$ cat src/rtl/lep_pkg.sv
// Shared constants, types and the coefficient ROM for the Legendre evaluator.
// No dependencies; the CORDIC, multiplier, top level and checker refer to it by scoped names.
package lep_pkg;

   localparam int LMAX         = 16;
   localparam int ROW          = LMAX + 1;
   localparam int ROM_DEPTH    = ROW * ROW;
   localparam int ROM_AW       = $clog2(ROM_DEPTH);
   localparam int CORDIC_STEPS = 16;
   localparam int STEP_W       = $clog2(CORDIC_STEPS);
   localparam int COEF_W       = 40;
   localparam int ACC_W        = 48;
   localparam int PROD_W       = 49;
   localparam int TRIG_W       = 32;
   localparam int CZ_W         = 34;
   localparam int VALUE_W      = 23;

   localparam logic [1:0] STATUS_OK      = 2'd0;
   localparam logic [1:0] STATUS_DEGREE  = 2'd1;
   localparam logic [1:0] STATUS_P1_ZERO = 2'd2;

   localparam logic signed [ACC_W-1:0] ACC_LIMIT  = 48'sd140737488355327;
   localparam logic signed [CZ_W-1:0]  CORDIC_GAIN = 34'sd652032874;
   localparam logic signed [CZ_W-1:0]  ONE_Q30     = 34'sd1073741824;
   localparam logic signed [16:0]      PI_Q13      = 17'sd25736;
   localparam logic signed [16:0]      HALF_PI_Q13 = 17'sd12868;
   localparam logic [127:0]            COEF_LIMIT  = 128'd549755813887;

   typedef logic signed [COEF_W-1:0] coef_rom_type [ROM_DEPTH];
   typedef logic signed [CZ_W-1:0]   atan_tab_type [CORDIC_STEPS];

   localparam atan_tab_type ATAN_TAB = '{
      34'sd843314857, 34'sd497837829, 34'sd263043837, 34'sd133525159,
      34'sd67021687,  34'sd33543516,  34'sd16775851,  34'sd8388437,
      34'sd4194283,   34'sd2097149,   34'sd1048576,   34'sd524288,
      34'sd262144,    34'sd131072,    34'sd65536,     34'sd32768
   };

   // Binomial coefficient by Pascal's rule (elaboration only)
   function automatic logic [63:0] binom(input int a, input int b);
      logic [63:0] row [65];
      for (int j = 0; j < 65; j++) row[j] = '0;
      row[0] = 64'd1;
      if (a > 64 || b > a || b < 0) return '0;
      for (int r = 1; r <= a; r++)
         for (int j = r; j >= 1; j--) row[j] = row[j] + row[j-1];
      return row[b];
   endfunction

   // c(n,n-2m) = (-1)^m C(n,m) C(2n-2m,n) / 2^n in Q24, saturated
   function automatic logic signed [COEF_W-1:0] make_coef(input int n, input int m);
      logic [127:0] mag;
      logic [127:0] c1;
      logic [127:0] c2;
      c1  = {64'd0, binom(n, m)};
      c2  = {64'd0, binom(2*n - 2*m, n)};
      mag = (c1 * c2) << (24 - n);
      if (mag > COEF_LIMIT) mag = COEF_LIMIT;
      if (m % 2 == 1) return -$signed(COEF_W'(mag));
      return $signed(COEF_W'(mag));
   endfunction

   function automatic coef_rom_type build_coef_rom();
      coef_rom_type rom;
      for (int i = 0; i < ROM_DEPTH; i++) rom[i] = '0;
      for (int n = 0; n <= LMAX; n++)
         for (int m = 0; m <= n / 2; m++)
            rom[n*ROW + n - 2*m] = make_coef(n, m);
      return rom;
   endfunction

   localparam coef_rom_type COEF_ROM = build_coef_rom();

   // Clamp a widened sum to the accumulator range
   function automatic logic signed [ACC_W-1:0] sat_acc(input logic signed [ACC_W+1:0] v);
      if (v > $signed({{2{ACC_LIMIT[ACC_W-1]}}, ACC_LIMIT})) return ACC_LIMIT;
      if (v < -$signed({{2{ACC_LIMIT[ACC_W-1]}}, ACC_LIMIT})) return -ACC_LIMIT;
      return v[ACC_W-1:0];
   endfunction

endpackage

$ cat src/rtl/lep_mul.sv
// Sign-magnitude multiplier: round(a*b / 2^30), |b| clamped to 1.0.
// Depends on lep_pkg for widths.
module lep_mul (
   input  logic                              clock,
   input  logic                              reset,
   input  logic                              start,
   input  logic signed [lep_pkg::ACC_W-1:0]  a,
   input  logic signed [lep_pkg::TRIG_W-1:0] b,
   output logic                              done,
   output logic signed [lep_pkg::PROD_W-1:0] prod
);
   logic [lep_pkg::ACC_W-1:0]        ma_ff;
   logic [30:0]                      mb_ff;
   logic                             neg_ff, ph1_ff, ph2_ff, done_ff;
   logic [62:0]                      hi_ff;
   logic signed [lep_pkg::PROD_W-1:0] prod_ff;
   logic [lep_pkg::ACC_W-1:0]        ma_in;
   logic [lep_pkg::TRIG_W-1:0]       mb_abs;
   logic [30:0]                      mb_in;
   logic [79:0]                      sum;

   // Magnitudes of the operands
   always_comb begin
      ma_in  = a[lep_pkg::ACC_W-1] ? lep_pkg::ACC_W'(-a) : lep_pkg::ACC_W'(a);
      mb_abs = b[lep_pkg::TRIG_W-1] ? lep_pkg::TRIG_W'(-b) : lep_pkg::TRIG_W'(b);
      mb_in  = (mb_abs > 32'd1073741824) ? 31'd1073741824 : mb_abs[30:0];
   end

   assign sum = {hi_ff, 16'd0} + 80'(ma_ff[15:0]) * 80'(mb_ff) + 80'd536870912;

   // Upper partial product, then lower partial product and rounding
   always_ff @(posedge clock) begin
      if (reset) begin
         ph1_ff  <= 1'b0;
         ph2_ff  <= 1'b0;
         done_ff <= 1'b0;
      end else begin
         ph1_ff  <= start;
         ph2_ff  <= ph1_ff;
         done_ff <= ph2_ff;
      end
      if (start) begin
         ma_ff  <= ma_in;
         mb_ff  <= mb_in;
         neg_ff <= a[lep_pkg::ACC_W-1] ^ b[lep_pkg::TRIG_W-1];
      end
      if (ph1_ff) hi_ff <= 63'(ma_ff[47:16]) * 63'(mb_ff);
      if (ph2_ff) prod_ff <= neg_ff ? -$signed(sum[78:30]) : $signed(sum[78:30]);
   end

   assign done = done_ff;
   assign prod = prod_ff;
endmodule

$ cat config.mk
export PLATFORM = sky130hd
export DESIGN_NAME = lep_mul
export DESIGN_NICKNAME = d
export VERILOG_FILES = /design/src/rtl/lep_pkg.sv /design/src/rtl/lep_mul.sv
export SDC_FILE = /design/constraint.sdc
export NUM_CORES = 2
export LEC_CHECK = 0
export BUFFER_PORTS_ARGS = -buffer_cell sky130_fd_sc_hd__buf_2
export CAP_MARGIN = 20
export CORE_MARGIN = 2
export CORE_UTILIZATION = 40
export DETAILED_ROUTE_END_ITERATION = 8
export PLACE_DENSITY_LB_ADDON = 0.2
export SETUP_SLACK_MARGIN = 0.15
export SYNTH_ARGS = -nofsm -noshare
export SYNTH_HDL_FRONTEND = slang
export SYNTH_SLANG_ARGS = --single-unit
$ cat constraint.sdc
create_clock -name clock -period 10.65 [get_ports clock]
set_clock_uncertainty 0.05 [all_clocks]
set_input_delay 0.5325 -clock clock [delete_from_list [all_inputs] [get_ports clock]]
set_output_delay 0.5325 -clock clock [all_outputs]
set_load 0.01 [all_outputs]
==> metrics.md <==
| Metric | Value |
|---|---|
| Syn_nets | roughly 8,200 |
| Worst Path Arrival | between 9 and 10 ns |
| Gr ovfl total | 0 |
| Nets | 8,181 |
| Reg-to-reg endpoint | prod[48] |
| CP max FO | 12 |
| Synth Register Bits | between 150 and 200 |
| Syn-to-layout area delta | 6.21% |
| Root buffer cell | clkbuf_16 |
| Fillers | ~15,000 |
| Compound-Gate Fraction of Synth Area | about 5.8% |
| Initial cell density of the core | around 40% |
| Hold Crit Class | input port to register |
| Worst Path Required | 10.89 ns |
| Proportion of synthesized area in mux cells | 0.161% |
| Period Utilization, post-route | between 90% and 100% |
| Yosys cell types | 90 |
| Row count | 140 |
| Worst r2r path cells | 26 |
| Core box area | between 0.1 and 0.15 mm2 |
| Final min period | between 9 and 10 ns |
| GPL Wtd Cong | between 0.9 and 1 |
| Post-route insts no fill | 8,327 |
| Count leader, synth | inv_1 |
| Post-synth top area share | approximately 45% |
| Via count of the first global-routing pass | 46,100 |
| Maxcap violations | 0 |
| Adder-cell area share of the yosys netlist | approximately 53% |
| Global-route wire length before repair | 274 mm |
| Synth area leaders | fa_1, edfxtp_1, inv_1, ha_1, nand2_1 |
| Commonest cells post-synth | inv_1, fa_1, nand2_1, and2_1, ha_1 |
| Drc violations | 0 |
| Simple-gate share of the synthesized area | between 10% and 20% |
| Multi-input gate area | roughly 0.046 mm2 |
| Clock Sinks | a little under 200 |
| # H-tree levels | 4 |
| I/O Pins | approximately 130 |
| Final Max Tran Viols | 0 |
| Resized Gates After CTS | 0 |
| Initial antenna violation count | 15 |
| CP Launch Type | register |
| Initial drt markers | around 2,900 |
| Setup CP Type | register to register |
| DRT antenna net count | 0 |
| WL final | between 150 and 200 mm |
| HPWL Detailed | 146 mm |
| Die width | a little under 400 um |
| Worst Tran Pin Value | around 1.2 ns |
| Cell Area, Synth | around 0.058 mm2 |
| Placed insts | 8,289 |
| Syn Inst Count | 6,447 |
| Routed wire length per instance | approximately 21 um |
| Hold Path Sink | ph1_ff |
| Vias | around 43,000 |
| Largest net degree at the start of global routing | 65 |
| Die height | around 390 um |
| Clk buf depth | 2 |
| Gr usage total | between 20% and 30% |
| Later-pin clock latency in the skew report | roughly 0.55 ns |
| R2R setup slack | about 0.93 ns |
| Clock transition at path regs | around 0.09 ns |
| Post-synth EDFFs | 192 |
| RSZ-0062 raised after global routing | false |
| Share of cells above drive strength 1 | about 5.6% |
| Fin. Hold Viols | 0 |
| Async set-reset flop share out of synthesis | 0% |
| # setup viols final | 0 |
| WHS | approximately 0.14 ns |
| Synthesized area per cell | approximately 9.1 um2 |
| Register area share after synthesis | approximately a tenth |
| Count of warnings emitted by yosys | 0 |
| Hold Path Cell Cnt | 2 |
| Post-CTS Hold Buffers | 0 |
| Number of port buffers | around 130 |
| Top_reg_cell synth | edfxtp_1 |
| Sequential cell area | 0.00583 mm2 |
| Setup TNS | 0 ns |
| CP endpoint kind | register |
| Via density | 5.22 |
| FF-to-FF Start | mb_ff[6] |
| Main combinational cell family by area after synthesis | adder cells |
| Synth Area in XOR/XNOR | 3.09% |
| CTS tree | yes |
| Post CTS Setup Buffer Count | 0 |
| Hold Startpoint | reset |
| Area leader, netlist | fa_1 |
| Area of the die | 0.149 mm2 |
| Fmax | between 0.1 and 0.15 GHz |
| Router iterations before antenna repair | 8 |
| Status | complete, no violations |
| TritonCTS buffer count | 17 |
| Slew HR | between 20 and 25% |
sequential cells by signal (all words and copies together) (netlist names):
register	flops
mb_ff	31
neg_ff	1
hi_ff	63
done	1
ph1_ff	1
ma_ff	48
ph2_ff	1
prod	49
cell families after synthesis:
family,Yosys count
simple gates,2032
flops,195
fa+ha+maj,1706
buf+inv,1793
xor+xnor,206
compound gates,506
mux,9
worst max-delay path, stage by stage, from the launching register on:
cell      delay, ns
edfxtp_1       0.96
buf_4          0.38
nand2_1        0.10
fa_1           0.48
inv_1          0.05
fa_1           0.48
fa_1           0.58
fa_1           0.43
fa_1           0.52
fa_1           0.42
ha_1           0.43
and4_4         0.31
nand3_1        0.26
a211oi_1       0.83
o21ai_0        0.26
xnor2_1        0.24
inv_1          0.11
ha_1           0.14
inv_1          0.06
a31oi_1        0.18
nor4b_1        0.52
nand2b_1       0.11
or4_1          0.57
or2_1          0.34
nand4b_4       0.25
o41ai_2        0.28
xnor2_1        0.12
placed cells by master (no fill, tap or decap), drive strengths merged, types with 45 or more instances in the layout:
cell type	instances
inv	1447
fa	1300
nand2	1203
and2	428
ha	406
buf	280
edfxtp	192
xnor2	144
a21oi	124
o21ai	115
nor2	113
a21o	64
xor2	62
nor3	45
worst max-delay path by stage:
stage | startpoint | to | slack (ns) | depth (start not counted)
after CTS | mb_ff[6] | prod[48] | 0.93 | 26
after global routing | mb_ff[6] | prod[48] | 0.48 | 26
after floorplan | mb_ff[26] | prod[38] | 2.24 | 28
after global placement | mb_ff[6] | prod[48] | 1.17 | 26
final | mb_ff[6] | prod[48] | 0.93 | 26
after detailed placement | mb_ff[6] | prod[48] | 0.94 | 26
per-stage QoR:
stage / setup slack (ns) / area [um2] / util, %
finish: 0.928 / 62000 / 42.7
global route: 0.479 / 62000 / 42.7
CTS: 0.930 / 62000 / 42.7
detailed placement: 0.942 / 61400 / 42.2
global placement: 1.17 / 61300 / 42.2
floorplan: 2.24 / 58400 / -
metal layers:
metal  global-route usage [%]  part of all wire [%]  vias up
met5                        0                 0.045        -
met4                     6.27                   2.4       12
met3                     3.82                   6.2      197
met2                     40.1                    47     1360
met1                     33.3                    44    22700
li1                         -                     -    19200
final cells by class:
type / count / share of cell area [%]
flip-flops and latches: 195 / 9.39
inverters: 1439 / 8.71
clock inverters: 15 / 0.341
well taps: 1917 / 3.87
multi-input cells: 4459 / 73.9
diodes: 5 / 0.0202
repair buffers: 280 / 3.07
clock buffers: 17 / 0.686
Power is not shown: default switching activity piles up to over one toggle a cycle in this logic, so the estimate is an artifact.
